<file path="src/sv/roman_numeral_parser_defines.svh">
// Assertion helpers shared by the parser RTL.
// Both sample on the rising edge of clk and are off while rst_n is low.
`ifndef ROMAN_NUMERAL_PARSER_DEFINES_SVH
`define ROMAN_NUMERAL_PARSER_DEFINES_SVH

// Consequence must hold in the same cycle as the antecedent.
`define RNP_ASSERT_NOW(name, ante, cons, msg) \
  name: assert property (@(posedge clk) disable iff (!rst_n) (ante) |-> (cons)) \
    else $error(msg);

// Consequence must hold in the cycle after the antecedent.
`define RNP_ASSERT_NEXT(name, ante, cons, msg) \
  name: assert property (@(posedge clk) disable iff (!rst_n) (ante) |=> (cons)) \
    else $error(msg);

`endif

</file>
<file path="src/sv/rnp_pkg.sv">
package rnp_pkg;

  // Result status codes.
  localparam logic [2:0] ST_OK       = 3'd0;
  localparam logic [2:0] ST_EMPTY    = 3'd1;
  localparam logic [2:0] ST_OPEN     = 3'd2;
  localparam logic [2:0] ST_M_AFTER  = 3'd3;
  localparam logic [2:0] ST_SYNTAX   = 3'd4;
  localparam logic [2:0] ST_FRACTION = 3'd5;

  // Progress of the match against the word "nulla".
  localparam logic [2:0] ZW_FULL = 3'd5;
  localparam logic [2:0] ZW_DEAD = 3'd7;

  // Where the parser stands in the grammar.
  typedef enum logic [3:0] {
    K_WS,
    K_SIGN,
    K_CLOSE,
    K_POSTV,
    K_TWS,
    K_DOTS,
    K_DRAIN,
    K_MGRP,
    K_SUB0,
    K_SUB1,
    K_SUB2
  } phase_kind_t;

  typedef struct packed {
    phase_kind_t kind;
    logic [1:0]  grp;    // 0 hundreds, 1 tens, 2 units
    logic        inner;  // inside an open vinculum
    logic [2:0]  rpt;    // repeat or dot count
  } phase_t;

  typedef enum logic [2:0] {
    ACT_NONE,
    ACT_NEG,
    ACT_ADD,
    ACT_VINC,
    ACT_HALF,
    ACT_DOT,
    ACT_FAIL
  } act_t;

  // Outcome of one nonzero character.
  typedef struct packed {
    phase_t     ph;
    act_t       act;
    logic [9:0] amount;
    logic [2:0] code;
    logic [2:0] zw;
  } step_t;

  // Whole parse state of the numeral in progress.
  typedef struct packed {
    phase_t      ph;
    logic [2:0]  err;
    logic [2:0]  zw;
    logic        neg;
    logic [3:0]  tw;
    logic [21:0] total;
  } parse_t;

endpackage

</file>
<file path="src/sv/roman_numeral_parser.sv">
// Roman numeral parser.
// The input channel carries one text byte per beat on in_character; a zero
// byte ends the numeral. Each numeral yields exactly one result beat on the
// output channel: out_integer_value, out_twelfths and out_status.
// cfg_we with cfg_wdata sets the integer-only mode; write it only while idle.
// Throughput is one byte per cycle while in_stall is low. A byte is held in
// an input register and decoded in the next cycle against the parse state;
// the zero byte loads the result beat into the output register. The decode
// step walks the grammar positions that a byte may skip, at most eight, in
// logic between the input register and the parse state registers.
// Nonzero bytes keep flowing while a result waits to be taken. A zero byte
// waits in the input register only while the output register is full and
// stalled, and in_stall rises for that time.
// Reset (rst_n low, synchronous) clears the parse state, the mode register
// and both valid flags; no result is pending after reset.
`include "roman_numeral_parser_defines.svh"

module roman_numeral_parser import rnp_pkg::*; (
  input  logic               clk,
  input  logic               rst_n,
  input  logic               cfg_we,
  input  logic               cfg_wdata,
  input  logic               in_valid,
  output logic               in_stall,
  input  logic [7:0]         in_character,
  output logic               out_valid,
  input  logic               out_stall,
  output logic signed [22:0] out_integer_value,
  output logic signed [4:0]  out_twelfths,
  output logic [2:0]         out_status
);

  // State at reset and after every finished numeral.
  localparam parse_t PARSE_CLEAR = '{
    ph:    '{kind: K_WS, grp: 2'd0, inner: 1'b0, rpt: 3'd0},
    err:   ST_OK,
    zw:    3'd0,
    neg:   1'b0,
    tw:    4'd0,
    total: 22'd0
  };

  logic       req_int_r;
  logic [7:0] char_r;
  logic [7:0] char_nxt;
  logic       char_vld_r;
  logic       char_vld_nxt;
  parse_t     parse_r;
  parse_t     parse_nxt;
  step_t      step;
  logic       slot_free;
  logic       char_zero;
  logic       char_go;
  logic       zero_go;
  logic       in_accept;

  // The mode register takes its write at once; there is nothing to wait on.
  always_ff @(posedge clk) begin
    if (!rst_n) begin
      req_int_r <= 1'b0;
    end else if (cfg_we) begin
      req_int_r <= cfg_wdata;
    end
  end

  // A nonzero byte always moves on. The end byte needs a free output
  // register, since it produces the result beat.
  assign char_zero = (char_r == 8'h00);
  assign char_go   = char_vld_r && !char_zero;
  assign zero_go   = char_vld_r && char_zero && slot_free;
  assign in_stall  = char_vld_r && char_zero && !slot_free;
  assign in_accept = in_valid && !in_stall;

  always_comb begin
    char_nxt     = char_r;
    char_vld_nxt = char_vld_r;
    if (in_accept) begin
      char_nxt     = in_character;
      char_vld_nxt = 1'b1;
    end else if (char_go || zero_go) begin
      char_vld_nxt = 1'b0;
    end
  end

  always_ff @(posedge clk) begin
    if (!rst_n) begin
      char_vld_r <= 1'b0;
    end else begin
      char_vld_r <= char_vld_nxt;
    end
  end

  always_ff @(posedge clk) begin
    char_r <= char_nxt;
  end

  rnp_step_decode u_decode (
    .character (char_r),
    .phase     (parse_r.ph),
    .zw        (parse_r.zw),
    .step      (step)
  );

  // Apply the decoded action. The vinculum close scales the running total
  // by a thousand; later groups then add straight onto it, which gives the
  // same sum as keeping the two parts apart.
  always_comb begin
    parse_nxt = parse_r;
    if (zero_go) begin
      parse_nxt = PARSE_CLEAR;
    end else if (char_go) begin
      parse_nxt.ph = step.ph;
      parse_nxt.zw = step.zw;
      unique case (step.act)
        ACT_NEG:  parse_nxt.neg   = 1'b1;
        ACT_ADD:  parse_nxt.total = parse_r.total + 22'(step.amount);
        ACT_VINC: parse_nxt.total = 22'(parse_r.total[11:0]) * 22'd1000;
        ACT_HALF: parse_nxt.tw    = 4'd6;
        ACT_DOT:  parse_nxt.tw    = parse_r.tw + 4'd1;
        ACT_FAIL: parse_nxt.err   = step.code;
        default:  ;
      endcase
    end
  end

  always_ff @(posedge clk) begin
    if (!rst_n) begin
      parse_r <= PARSE_CLEAR;
    end else begin
      parse_r <= parse_nxt;
    end
  end

  rnp_result u_result (
    .clk               (clk),
    .rst_n             (rst_n),
    .load              (zero_go),
    .parse             (parse_r),
    .req_int           (req_int_r),
    .out_stall         (out_stall),
    .slot_free         (slot_free),
    .out_valid         (out_valid),
    .out_integer_value (out_integer_value),
    .out_twelfths      (out_twelfths),
    .out_status        (out_status)
  );

  // The draining position is only ever entered together with an error code.
  `RNP_ASSERT_NOW(a_drain_has_error, parse_r.ph.kind == K_DRAIN,
                  parse_r.err != ST_OK, "drain without error")
  // A half plus five dots is the most a numeral can carry.
  `RNP_ASSERT_NOW(a_twelfths_bound, 1'b1, parse_r.tw <= 4'd11,
                  "twelfth count out of range")
  // Inside the vinculum the total must fit the multiplier input.
  `RNP_ASSERT_NOW(a_inner_bound, parse_r.ph.inner, parse_r.total <= 22'd3999,
                  "vinculum part too large")
  // The end byte clears the parse and leaves a result beat behind.
  `RNP_ASSERT_NEXT(a_end_clears, zero_go,
                   out_valid && parse_r.ph.kind == K_WS && parse_r.total == 22'd0,
                   "end byte not retired")

endmodule

</file>
<file path="src/sv/rnp_step_decode.sv">
module rnp_step_decode import rnp_pkg::*; (
  input  logic [7:0] character,
  input  phase_t     phase,
  input  logic [2:0] zw,
  output step_t      step
);

  localparam logic [7:0] CH_MINUS = 8'h2D;
  localparam logic [7:0] CH_US    = 8'h5F;
  localparam logic [7:0] CH_DOT   = 8'h2E;
  localparam logic [7:0] CH_S     = 8'h53;
  localparam logic [7:0] CH_M     = 8'h4D;
  // A byte falls through at most this many grammar positions.
  localparam int WALK_STEPS = 8;

  typedef struct packed {
    phase_t     ph;
    act_t       act;
    logic [9:0] amount;
    logic [2:0] code;
    logic       again;
  } walk_t;

  function automatic logic is_space(input logic [7:0] c);
    return (c == 8'h20) || ((c >= 8'h09) && (c <= 8'h0D));
  endfunction

  function automatic logic [7:0] to_upper(input logic [7:0] c);
    return ((c >= 8'h61) && (c <= 8'h7A)) ? (c - 8'h20) : c;
  endfunction

  function automatic logic [7:0] one_letter(input logic [1:0] g);
    case (g)
      2'd0:    return 8'h43;
      2'd1:    return 8'h58;
      2'd2:    return 8'h49;
      default: return 8'h00;
    endcase
  endfunction

  function automatic logic [7:0] five_letter(input logic [1:0] g);
    case (g)
      2'd0:    return 8'h44;
      2'd1:    return 8'h4C;
      2'd2:    return 8'h56;
      default: return 8'h00;
    endcase
  endfunction

  function automatic logic [7:0] ten_letter(input logic [1:0] g);
    case (g)
      2'd0:    return 8'h4D;
      2'd1:    return 8'h43;
      2'd2:    return 8'h58;
      default: return 8'h00;
    endcase
  endfunction

  function automatic logic [9:0] unit_value(input logic [1:0] g);
    case (g)
      2'd0:    return 10'd100;
      2'd1:    return 10'd10;
      2'd2:    return 10'd1;
      default: return 10'd0;
    endcase
  endfunction

  function automatic logic [7:0] zero_word(input logic [2:0] idx);
    case (idx)
      3'd0:    return 8'h4E;
      3'd1:    return 8'h55;
      3'd2:    return 8'h4C;
      3'd3:    return 8'h4C;
      3'd4:    return 8'h41;
      default: return 8'h00;
    endcase
  endfunction

  // One grammar position: either takes the byte or hands it on.
  function automatic walk_t walk(input phase_t ph, input logic [7:0] c,
                                 input logic [7:0] u, input logic sp);
    walk_t      w;
    phase_t     nxt;
    logic [9:0] uv;
    w.ph     = ph;
    w.act    = ACT_NONE;
    w.amount = 10'd0;
    w.code   = ST_OK;
    w.again  = 1'b0;
    uv       = unit_value(ph.grp);
    nxt      = ph;
    if (ph.grp == 2'd2) begin
      nxt.kind = ph.inner ? K_CLOSE : K_TWS;
    end else begin
      nxt.kind = K_SUB0;
      nxt.grp  = ph.grp + 2'd1;
    end
    unique case (ph.kind)
      K_WS: begin
        if (!sp) begin
          w.ph.kind = K_SIGN;
          if (c == CH_MINUS) w.act = ACT_NEG;
          else w.again = 1'b1;
        end
      end
      K_SIGN: begin
        w.ph.rpt  = 3'd0;
        w.ph.kind = K_MGRP;
        w.ph.grp  = 2'd0;
        if (c == CH_US) w.ph.inner = 1'b1;
        else begin
          w.ph.inner = 1'b0;
          w.again    = 1'b1;
        end
      end
      K_CLOSE: begin
        if (c == CH_US) begin
          w.act      = ACT_VINC;
          w.ph.kind  = K_POSTV;
          w.ph.inner = 1'b0;
        end else begin
          w.act     = ACT_FAIL;
          w.code    = ST_OPEN;
          w.ph.kind = K_DRAIN;
        end
      end
      K_POSTV: begin
        if (u == CH_M) begin
          w.act     = ACT_FAIL;
          w.code    = ST_M_AFTER;
          w.ph.kind = K_DRAIN;
        end else begin
          w.ph.kind  = K_SUB0;
          w.ph.grp   = 2'd0;
          w.ph.inner = 1'b0;
          w.again    = 1'b1;
        end
      end
      K_TWS: begin
        w.ph.kind = K_DOTS;
        w.ph.rpt  = 3'd0;
        if (u == CH_S) w.act = ACT_HALF;
        else w.again = 1'b1;
      end
      K_DOTS: begin
        if ((c == CH_DOT) && (ph.rpt < 3'd5)) begin
          w.act    = ACT_DOT;
          w.ph.rpt = ph.rpt + 3'd1;
        end else begin
          w.act     = ACT_FAIL;
          w.code    = ST_SYNTAX;
          w.ph.kind = K_DRAIN;
        end
      end
      K_MGRP: begin
        if ((u == CH_M) && (ph.rpt < 3'd3)) begin
          w.act    = ACT_ADD;
          w.amount = 10'd1000;
          w.ph.rpt = ph.rpt + 3'd1;
        end else begin
          w.ph.kind = K_SUB0;
          w.ph.grp  = 2'd0;
          w.again   = 1'b1;
        end
      end
      K_SUB0: begin
        if (u == one_letter(ph.grp)) begin
          w.act     = ACT_ADD;
          w.amount  = uv;
          w.ph.rpt  = 3'd1;
          w.ph.kind = K_SUB1;
        end else if (u == five_letter(ph.grp)) begin
          w.act     = ACT_ADD;
          w.amount  = 10'(uv * 10'd5);
          w.ph.rpt  = 3'd0;
          w.ph.kind = K_SUB2;
        end else begin
          w.ph    = nxt;
          w.again = 1'b1;
        end
      end
      K_SUB1: begin
        // Subtractive pairs add the rest of nine or four.
        if (u == ten_letter(ph.grp)) begin
          w.act    = ACT_ADD;
          w.amount = 10'(uv * 10'd8);
          w.ph     = nxt;
        end else if (u == five_letter(ph.grp)) begin
          w.act    = ACT_ADD;
          w.amount = 10'(uv * 10'd3);
          w.ph     = nxt;
        end else if (u == one_letter(ph.grp)) begin
          w.act     = ACT_ADD;
          w.amount  = uv;
          w.ph.rpt  = 3'd2;
          w.ph.kind = K_SUB2;
        end else begin
          w.ph    = nxt;
          w.again = 1'b1;
        end
      end
      K_SUB2: begin
        if ((u == one_letter(ph.grp)) && (ph.rpt < 3'd3)) begin
          w.act    = ACT_ADD;
          w.amount = uv;
          w.ph.rpt = ph.rpt + 3'd1;
        end else begin
          w.ph    = nxt;
          w.again = 1'b1;
        end
      end
      K_DRAIN: begin
      end
      default: begin
        w.ph.kind = K_DRAIN;
      end
    endcase
    return w;
  endfunction

  always_comb begin
    walk_t      w;
    logic [7:0] u;
    logic       sp;
    u  = to_upper(character);
    sp = is_space(character);
    w  = '{ph: phase, act: ACT_NONE, amount: 10'd0, code: ST_OK, again: 1'b1};
    for (int i = 0; i < WALK_STEPS; i++) begin
      if (w.again) w = walk(w.ph, character, u, sp);
    end
    step.ph     = w.ph;
    step.act    = w.act;
    step.amount = w.amount;
    step.code   = w.code;
    // Leading whitespace does not take part in the "nulla" match.
    if ((phase.kind == K_WS) && sp) step.zw = zw;
    else if ((zw < ZW_FULL) && (u == zero_word(zw))) step.zw = zw + 3'd1;
    else step.zw = ZW_DEAD;
  end

endmodule

</file>
<file path="src/sv/rnp_result.sv">
module rnp_result import rnp_pkg::*; (
  input  logic               clk,
  input  logic               rst_n,
  input  logic               load,
  input  parse_t             parse,
  input  logic               req_int,
  input  logic               out_stall,
  output logic               slot_free,
  output logic               out_valid,
  output logic signed [22:0] out_integer_value,
  output logic signed [4:0]  out_twelfths,
  output logic [2:0]         out_status
);

  logic               valid_r;
  logic signed [22:0] int_r;
  logic signed [4:0]  tw_r;
  logic [2:0]         st_r;
  logic [22:0]        mag;
  logic [4:0]         tw5;
  logic [2:0]         st;

  assign slot_free = !valid_r || !out_stall;

  always_comb begin
    st  = ST_OK;
    mag = 23'd0;
    tw5 = 5'd0;
    if (parse.ph.kind == K_WS) begin
      st = ST_EMPTY;
    end else if (parse.zw == ZW_FULL) begin
      st = ST_OK;
    end else if (parse.err != ST_OK) begin
      st = parse.err;
    end else if ((parse.ph.kind == K_CLOSE) || parse.ph.inner) begin
      // Any position still inside the vinculum means it was never closed.
      st = ST_OPEN;
    end else begin
      mag = {1'b0, parse.total};
      tw5 = {1'b0, parse.tw};
      if (req_int && (parse.tw != 4'd0)) begin
        st  = ST_FRACTION;
        mag = 23'd0;
        tw5 = 5'd0;
      end
    end
    if (parse.neg) begin
      mag = 23'd0 - mag;
      tw5 = 5'd0 - tw5;
    end
  end

  always_ff @(posedge clk) begin
    if (!rst_n) begin
      valid_r <= 1'b0;
    end else if (load) begin
      valid_r <= 1'b1;
    end else if (!out_stall) begin
      valid_r <= 1'b0;
    end
  end

  always_ff @(posedge clk) begin
    if (load) begin
      int_r <= mag;
      tw_r  <= tw5;
      st_r  <= st;
    end
  end

  assign out_valid         = valid_r;
  assign out_integer_value = int_r;
  assign out_twelfths      = tw_r;
  assign out_status        = st_r;

endmodule
</file>
<file path="config.mk">
export PLATFORM = sky130hd
export DESIGN_NAME = roman_numeral_parser
export DESIGN_NICKNAME = d
export VERILOG_FILES = /design/src/sv/rnp_pkg.sv /design/src/sv/roman_numeral_parser.sv /design/src/sv/rnp_step_decode.sv /design/src/sv/rnp_result.sv
export VERILOG_INCLUDE_DIRS = /design/src /design/src/sv
export SDC_FILE = /design/constraint.sdc
export NUM_CORES = 1
export LEC_CHECK = 0
export BUFFER_PORTS_ARGS = -buffer_cell sky130_fd_sc_hd__buf_2
export CAP_MARGIN = 20
export CORE_MARGIN = 3
export CORE_UTILIZATION = 55
export DETAILED_ROUTE_END_ITERATION = 8
export PLACE_DENSITY = 0.73
export SYNTH_ARGS = -nofsm -noshare
export SYNTH_HDL_FRONTEND = slang
export SYNTH_SLANG_ARGS = --single-unit
</file>
<file path="constraint.sdc">
create_clock -name clk -period 32.2 [get_ports clk]
set_input_delay 3.22 -clock clk [delete_from_list [all_inputs] [get_ports clk]]
set_output_delay 3.22 -clock clk [all_outputs]
set_load 0.01 [all_outputs]
</file>
* Word level (Yosys, flattened, before mapping)
Cells that the tools add are included.
Storage, ports and cells: register bits 85, bits of input ports 14, logic and storage cells 877
Cells by class: add/sub/neg operators 22, multipliers 17, $lt $le $gt $ge 21, equality and inequality tests 163, multiplexer cells 553, bitwise operators 2, reduce and logical (&&, ||, !) cells 82
Operator list (number):
- two-way mux 8 bit | 124
- case mux 7 bit (3 select lines) | 32
- two-way mux 23 bit | 21
- == test 8 bit | 49
- case mux 4 bit (11 select lines) | 8
- case mux 10 bit (4 select lines) | 8
- two-way mux 12 bit | 24
- two-way mux 3 bit | 88
- two-way mux 16 bit | 16
- case mux 3 bit (9 select lines) | 8
- two-way mux 4 bit | 50
- two-way mux 27 bit | 7
- case mux 3 bit (6 select lines) | 8
- == test 4 x 3 -> 1 bit (second input constant) | 32
- == test 4 bit (second input constant) | 24
- case mux 2 bit (6 select lines) | 8
- two-way mux 1 bit | 77
- case mux 3 bit (3 select lines) | 8
- multiplier 10 x 2 -> 10 bit (second input constant) | 7
- multiplier 10 x 3 -> 10 bit (second input constant) | 7
- two-way mux 10 bit | 7
- == test 4 x 2 -> 1 bit (second input constant) | 16
- case mux 1 bit (8 select lines) | 8
- two-way mux 7 bit | 8
- other kinds (46) | 215

* Depth between registers and ports, before layout
Gate-level depths: netlist of run 1.
depth after elaboration 151, gate-level depth with buffers 123, depth with buffers taken out 116

* By module
Synthesis of run 1 repeated with hierarchy kept, for this count alone.
Second synthesis, totals: cells, all modules 2547, area total of the unflattened synthesis 18504.0 um2
Modules (own cells, without submodules):
- rnp_step_decode | instances 1, cells an instance 1843, area an instance 12010.3 um2
- roman_numeral_parser | instances 1, cells an instance 539, area an instance 4728.3 um2
- rnp_result | instances 1, cells an instance 165, area an instance 1765.4 um2

* Worst setup path before layout of run 1
Ideal clock, no wire load.
kind reg2reg, start register parse_r[37] (netlist name), end register parse_r[17] (netlist name), setup time 0.086 ns, arrival 22.571 ns, required time 32.114 ns, slack 9.544 ns, stages on the path, launching flop included 110, buffers on the path 12, clock period less this slack 22.656 ns, cells stage by stage dfxtp_1 > inv_1 > ha_1 > clkbuf_1 > inv_1 > ha_1 > xor2_1 > nand3_1 > nor2_1 > clkbuf_1 > a21oi_1 > o32ai_2 > o31a_1 > nor2_2 > inv_1 > ha_1 > clkbuf_1 > xor2_1 > [... 74 more ...] > ha_1 > a21o_1 > a21o_1 > a21o_1 > a21oi_1 > o21bai_1 > a21oi_1 > nor2b_1 > o21a_1 > o21a_1 > nor2_1 > nor2_1 > and3_1 > and3_1 > and2_0 > nand4_1 > o21ai_0 > a211oi_1
Between the ends: cells in the longest elaborated chain, start to end 97
Ends and longest elaborated chain:
- start, declared | line roman_numeral_parser.sv:48 | parse_t parse_r;
- start signal, assigned | line roman_numeral_parser.sv:130 | parse_r <= parse_nxt;
- == test 2 bit, or another cell as far along
- case mux 7 bit (3 select lines) | line rnp_step_decode.sv:33 | case (g)
- two-way mux 8 bit | line rnp_step_decode.sv:188 | end else if (u == five_letter(ph.grp)) begin
- two-way mux 8 bit | line rnp_step_decode.sv:184 | if (u == ten_letter(ph.grp)) begin
- two-way mux 8 bit | line rnp_step_decode.sv:98 | unique case (ph.kind)
- == test 8 bit | line rnp_step_decode.sv:192 | end else if (u == one_letter(ph.grp)) begin
- two-way mux 3 bit | line rnp_step_decode.sv:192
- two-way mux 23 bit | line rnp_step_decode.sv:188
- [... 69 more ...]
- two-way mux 3 bit | line rnp_step_decode.sv:192
- two-way mux 23 bit | line rnp_step_decode.sv:188
- two-way mux 23 bit | line rnp_step_decode.sv:184
- case mux 2 bit (6 select lines) | line rnp_step_decode.sv:98
- two-way mux 27 bit (*) | line rnp_step_decode.sv:229 | if (w.again) w = walk(w.ph, character, u, sp);
- parallel branches: the longest is 11 deep, another holds multiplier 10 x 2 -> 10 bit
- two-way mux 27 bit (*) | line rnp_step_decode.sv:229
- parallel branches: the longest is 3 deep, another holds adder 22 x 10 -> 22 bit
Mark *: on every way between the ends. The select of a mux whose other input is x is not followed. A chain may end at the register's enable or synchronous reset.

* Worst setup path after layout of run 1
start register parse_r[37] (netlist name), end register parse_r[21] (netlist name)
The elaborated chain is that of the path after synthesis.

==> impl_metrics.py, run 1 <==
metrics = {
    "pwr": {
        "switching_power_w": 0.001196,
        "power_frac_comb_pct": 87.6,
        "switching_share_pct": 64.12,
        "vdd_ir_drop_max_v": 0.0001150,
        "p_clk_share_pct": 5.1,
        "total_power_w": 0.001865,
        "seqPwrFrac_pct": 7.3,
        "power.leakage_nw": 7.208,
        "p_int_w": 0.0006692,
        "power_density_mw_per_mm2": 100.4,
    },
    "route": {
        "routed-via-count": 19880,
        "final_antenna_net_count": 0,
        "drt_pre_antenna_iters": 9,
        "drc_errors": 0,
        "drt-wirelength-per-cell_um": 23.95,
        "viasPerCell": 7.101,
        "drt_wl_total_um": 67050,
        "drt-initial-drc-count": 2251,
    },
    "floorplanning": {
        "rows": 65,
        "start_util_pct": 56.31,
        "die-area_mm2": 0.03475,
        "coreArea_mm2": 0.03180,
        "die_x_um": 186.4,
        "die_h_um": 186.4,
        "io_pins": 47,
    },
    "yosys": {
        "synth_area_leaders": "ha_1, edfxtp_1, fa_1",
        "syn_avg_cell_area_um2": 7.405,
        "synth_largest_area_cell": "ha_1",
        "synth_fp_nets": 2620,
        "ys.flop_type": "dfxtp_1",
        "async_flop_share_pct": 0,
        "synthesis.area_mm2": 0.01790,
        "synth_edf_count": 39,
        "synth_cell_types": 128,
        "netlist_instances": 2418,
        "synth_seq_area_share_pct": 11.68,
        "yosysTopAreaCellShare_pct": 9.574,
        "ys_warn_count": 0,
        "synth-seq-cells": 85,
    },
    "setup_path": {
        "cpPeakStageDelay_ps": 770,
        "path_class": "flop to flop",
        "cp_max_fo": 19,
        "startpoint_type": "flop",
        "required_ps": 32410,
        "crit_top_cell": "ha_1",
        "endpoint_kind": "flop",
        "worst_path_max_delay_cell": "ha_1",
        "cp.arrival_ps": 27780,
    },
    "sta": {
        "finalCritPeriodShare_pct": 85.63,
        "skew_ps": 15.15,
        "hold_violations": 0,
        "max_slew_margin_pct": 18.30,
        "holdWs_ps": 489.3,
        "finalCriticalPeriod_ps": 27570,
        "setup_tns_ps": 0,
        "tightest_slew_ps": 1214,
        "max_freq_mhz": 36.27,
        "drv_slew": 0,
        "setup_viol": 0,
        "rsz0062_at_grt": "false",
    },
    "clocking": {
        "clk_latency_ps": 340,
        "cts_resized": 0,
        "clock_path_buffers": 2,
        "cts.sinks": 85,
        "clk_pin_slew_ps": 70,
        "cts_tree": "done",
        "cts_buffers": 9,
        "cts_setup_buffers": 0,
        "cts_root_buffer": "clkbuf_16",
        "cts_hold_buffers": 0,
        "h-tree-depth": 3,
    },
    "finish": {
        "drive_gt1_share_pct": 10.11,
        "fill_cells": 3012,
        "synthToLayoutAreaGrowth_pct": 3.767,
        "final_nets": 2561,
        "postLayoutCoreUtil_pct": 58.43,
        "antenna_cells": 0,
    },
    "grt": {
        "grt_overflow_total": 0,
        "grt_pass1_vias": 18340,
        "grt_usage_pct": 36.33,
        "grt_first_pass_wirelength_um": 103800,
        "grt_max_degree": 54,
        "busiest_layer": "met2",
        "met1_usage_pct": 49.94,
        "use_met2_pct": 55.78,
        "antenna_found_initial": 0,
        "globalRouteMet3Util_pct": 6.857,
    },
    "status": {
        "outcome": "finished clean",
    },
    "place": {
        "dp_hpwl_um": 50980,
        "globalplace.congestion": 1.014,
        "port_buffers": 46,
    },
    "min_path": {
        "worstHoldPathType": "flop to flop",
    },
    "flow_run": {
        "maxCapViolCount": 0,
    },
}
[registers in the layout (all words and copies together), names as in the netlist]
name / count
char_r: 8
char_vld_r: 1
parse_r: 43
req_int_r: 1
u_result.out_integer_value: 23
u_result.out_status: 3
u_result.out_twelfths: 5
u_result.out_valid: 1
[area by class of cell]
class                      count  area, um^2  share of cell area (%)
clock inverter                 7       48.80                  0.2626
clock buffer                   9       225.2                   1.212
tap                          435       544.3                   2.929
timing repair buffer          80       513.0                   2.761
multi-input combinational   2071       14730                   79.30
inverter                     112       421.7                   2.270
sequential                    85        2092                   11.26
[per-layer routing]
layer | wire length [um] | vias up
met2 | 28570 | 1295
met5 | 0 | -
li1 | - | 8998
met3 | 7507 | 207
met4 | 3214 | 0
met1 | 27760 | 9375
[cells in the final DEF (no fill, tap or decap), drive strengths merged, types with 17 or more instances in the layout]
| master | synthesis | final |
|---|---|---|
| xor2 | 47 | 47 |
| o211ai | 31 | 31 |
| nand3 | 88 | 88 |
| o21a | 32 | 32 |
| a22oi | 17 | 17 |
| nor3 | 101 | 101 |
| dfxtp | 46 | 46 |
| or3 | 37 | 37 |
| inv | 107 | 109 |
| a211oi | 50 | 50 |
| and3 | 22 | 22 |
| a21boi | 17 | 17 |
| edfxtp | 39 | 39 |
| nor4 | 39 | 39 |
| nor2b | 26 | 26 |
| a21oi | 170 | 170 |
| and2 | 36 | 36 |
| fa | 51 | 51 |
| nand4 | 28 | 28 |
| or2 | 20 | 20 |
| xnor2 | 51 | 51 |
| nand2b | 23 | 23 |
| o31ai | 30 | 30 |
| ha | 137 | 137 |
| a31oi | 63 | 63 |
| a221oi | 18 | 18 |
| nand2 | 214 | 214 |
| o21ai | 170 | 170 |
| o22ai | 23 | 23 |
| a2111oi | 17 | 17 |
| nor2 | 214 | 214 |
| buf | 64 | 80 |
| a21o | 32 | 32 |
[metrics by stage]
stage	setup slack [ps]	instances	cell area, um^2
floorplan	9544	2418	17900
global placement	5948	2781	18260
detailed placement	5260	2782	18280
CTS	5141	2798	18550
global route	2427	2799	18580
finish	4629	2799	18580
[worst max-delay path: cells and delay by family (launching register included)]
family	cells	cell delay [ps]
adder cells (fa/ha/maj)	10	4400
XOR/XNOR	5	990
multiplexers	4	1330
AO/OA/AOI/OAI	36	8800
flip-flops	1	560
AND/OR/NAND/NOR	44	9860
buffers and inverters	7	1420
[cell families (layout without fill, tap and decap cells)]
family	after synthesis	count (layout)	share of synthesized area, %
flops	85	85	11.68
mux	20	20	1.237
buf+inv	262	208	6.143
compound gates	858	858	34.66
simple gates	907	907	26.21
fa+ha+maj	188	188	15.28
xor+xnor	98	98	4.794
[synthesized netlist by cell type, types with 12 or more instances]
cell type / number
o31ai_1: 27
fa_1: 51
o21ai_0: 139
and3_1: 22
inv_1: 100
dfxtp_1: 46
nand2_1: 209
o21a_1: 32
or2_2: 16
o21ai_1: 28
a31oi_1: 59
o22ai_1: 23
buf_2: 41
a21o_1: 32
a22oi_1: 16
a21oi_1: 162
edfxtp_1: 39
and2_1: 33
mux2i_1: 15
a31o_2: 13
nor2_1: 205
xnor2_1: 51
nor4_1: 35
o211ai_1: 28
o21bai_1: 13
nand3_1: 85
nor2b_1: 26
ha_1: 137
clkbuf_1: 86
nand4_1: 27
a221oi_1: 16
nor3_1: 90
nor3b_1: 12
or3_1: 36
nand2b_1: 23
a211oi_1: 43
o31a_1: 13
xor2_1: 47
[power groups by stage]
stage	registers [W]	clock network [W]	logic, W
after floorplan	0.000129	0	0.00122
after global placement	0.000137	0	0.00156
after detailed placement	0.000137	0	0.00156
final	0.000136	0.0000960	0.00163
after global routing	0.000137	0.000101	0.00176
after CTS	0.000135	0.0000967	0.00157
[path summary, 6_finish.rpt]
path,startpoint,endpoint,slack (ps),cells past startpoint
worst min-delay path,parse_r[31],parse_r[31],490,2
worst min register to register,parse_r[31],parse_r[31],490,2
worst max-delay path,parse_r[37],parse_r[21],4630,106
worst max register to register,parse_r[37],parse_r[21],4630,106
(Power assumes the default switching activity.)
==> run 2: changes to the inputs <==
- SYNTH_HIERARCHICAL: not set -> 1
==> run 2 against run 1 <==
Design area is 4.2% higher. Global-route usage up 2.3 points. Utilization grew 0.46 points. Clock-buffer cell count unchanged. Area after synthesis rose by 3.3%. First-iteration DRC count increased by 24%. Via count is 5.9% higher. Die area up 3.2%. Setup slack better by 2300 ps. Sequential cell count stayed put. Maximum frequency up 9.1%. Register-to-register slack better by 2300 ps.
==> impl_metrics.py, run 2 <==
metrics = {
    "min_path": {
        "min_to": "parse_r[30]",
        "min-delay-start": "parse_r[30]",
        "hold_depth": 2,
        "worstHoldPathType": "flop to flop",
    },
    "floorplanning": {
        "die_h_um": 189.4,
        "start_util_pct": 56.30,
        "rows": 66,
        "io_pins": 47,
        "die-area_mm2": 0.03588,
        "die_x_um": 189.4,
        "coreArea_mm2": 0.03287,
    },
    "yosys": {
        "async_flop_share_pct": 0,
        "ys.flop_type": "dfxtp_1",
        "synth-seq-cells": 85,
        "yosys-top-cells-count": "nand2_1, nor2_1, a21oi_1, inv_1, o21ai_0",
        "synthesis.area_mm2": 0.01850,
        "netlist_instances": 2547,
        "synth_cell_types": 136,
        "synth_area_leaders": "ha_1, edfxtp_1, fa_1",
        "synth_largest_area_cell": "ha_1",
        "yosysTopAreaCellShare_pct": 9.331,
        "ys_warn_count": 6,
        "yosysMostFrequentCell": "nand2_1",
        "synth_edf_count": 39,
        "synth_fp_nets": 2753,
        "synth_seq_area_share_pct": 11.31,
        "syn_avg_cell_area_um2": 7.265,
    },
    "sta": {
        "rsz0062_at_grt": "false",
        "max_freq_mhz": 39.57,
        "finalCriticalPeriod_ps": 25270,
        "hold_violations": 0,
        "setup_viol": 0,
        "drv_slew": 0,
        "setup_tns_ps": 0,
        "max_slew_margin_pct": 26.92,
        "tightest_slew_ps": 1096,
        "finalCritPeriodShare_pct": 78.49,
        "skew_ps": 15.62,
    },
    "route": {
        "routed.top_layer": "met4",
        "routed-via-count": 21040,
        "drt-initial-drc-count": 2788,
        "drt_pre_antenna_iters": 9,
        "route.met2.wl_um": 30540,
        "wl_met1_um": 30230,
        "final_antenna_net_count": 0,
        "met3RoutedLength_um": 8059,
        "drt_wl_total_um": 72180,
        "drc_errors": 0,
        "viasPerCell": 7.107,
        "drt-wirelength-per-cell_um": 24.38,
    },
    "clocking": {
        "cts_tree": "done",
        "clk_pin_slew_ps": 70,
        "cts_setup_buffers": 0,
        "cts.sinks": 85,
        "cts_hold_buffers": 0,
        "cts_buffers": 9,
        "clock_path_buffers": 2,
        "cts_root_buffer": "clkbuf_16",
        "clk_latency_ps": 350,
        "cts_resized": 0,
        "h-tree-depth": 3,
    },
    "status": {
        "outcome": "finished clean",
    },
    "grt": {
        "grt_first_pass_wirelength_um": 111900,
        "grt_pass1_vias": 19410,
        "antenna_found_initial": 1,
        "grt_usage_pct": 38.63,
        "grt_max_degree": 50,
        "grt_overflow_total": 0,
    },
    "finish": {
        "largest_reg_flops": 43,
        "synthToLayoutAreaGrowth_pct": 4.584,
        "layout_common_cells": "nand2_1, nor2_1, a21oi_1",
        "final_nets": 2720,
        "instances_no_fill": 2961,
        "drive_gt1_share_pct": 9.726,
        "layout_commonest_cell": "nand2_1",
        "final_area_mm2": 0.01935,
        "top_register": "parse_r",
        "antenna_cells": 0,
    },
    "setup_path": {
        "worst_path_max_delay_cell": "nor4_1",
        "worstPathBufferInverterCount": 5,
        "cp.depth": 85,
        "cp_max_fo": 31,
        "r2r_slack_ps": 6930,
        "crit_top_cell": "nand3_1",
        "cpPeakStageDelay_ps": 810,
        "r2r_end": "parse_r[14]",
        "crit_family": "simple AND/OR/NAND/NOR gates",
        "cp.arrival_ps": 25490,
        "endpoint_kind": "flop",
        "required_ps": 32410,
        "r2r_cells": 85,
        "startpoint_type": "flop",
        "r2r_start": "char_r[0]",
        "path_class": "flop to flop",
    },
    "place": {
        "postPlaceCellArea_mm2": 0.01900,
        "globalplace.congestion": 1.021,
        "dp_hpwl_um": 55650,
        "place_inst": 2943,
        "port_buffers": 46,
    },
    "flow_run": {
        "maxCapViolCount": 0,
    },
}
[run 2: changes by cell type in the layout (fill, tap and decap cells not counted), sizes merged, moves of 11 or more]
cell     previous run  this run
a2111oi            17         6
nand3              88       101
a21oi             170       183
nor2              214       240
nand2             214       282
inv               109       162
nor3              101        79
[run 2: cell type report]
class	count	area, um^2
inverters	159	596.8
clock buffers	9	225.2
multi-input cells	2173	15250
flip-flops and latches	85	2092
repair buffers	86	548.0
well taps	442	553.0
fillers	3172	13510
clock inverters	7	90.09
[run 2: metal layers]
metal | track usage (%) | up-vias
met5 | 0 | -
met4 | 14.56 | 0
met3 | 5.925 | 237
met2 | 58.92 | 1418
met1 | 55.03 | 9884
li1 | - | 9505
[run 2: worst max-delay path by stage]
stage / startpoint / end / slack [ps]
6_report: char_r[0] / parse_r[14] / 6930
4_1_cts: char_r[0] / parse_r[16] / 7810
3_5_place_dp: char_r[0] / parse_r[16] / 7900
3_3_place_gp: char_r[0] / parse_r[16] / 8730
2_1_floorplan: char_r[6] / parse_r[16] / 11210
5_1_grt: char_r[6] / parse_r[14] / 4900
[run 2: logic make-up after synthesis]
family / synth area share [%]
AOI/OAI and AO/OA: 34.44
buffers and inverters: 6.322
adders and majority gates: 15.23
xor gates and xnor gates: 5.342
muxes: 0.5680
DFF: 11.31
and+or+nand+nor: 26.78
[run 2: worst register-to-register path, delay by kind of cell, from the launching register on]
kind            cells  cell delay, ps
fa+ha+maj           8            4250
compound gates     24            7390
buf+inv             5            1420
mux                 1             300
simple gates       39            9560
xor+xnor            8            1570
flops               1             630
[run 2: metrics by stage]
stage	setup slack [ps]	hold WS [ps]	utilization (%)
after floorplan	11210	456.7	-
after global placement	8726	499.8	57.82
after detailed placement	7897	524.2	57.82
after CTS	7812	541.1	58.78
after global routing	4902	573.2	58.88
final	6927	536.7	58.88
Power of run 2 is not shown: default switching activity piles up to over one toggle a cycle in this logic, so the estimate is an artifact.
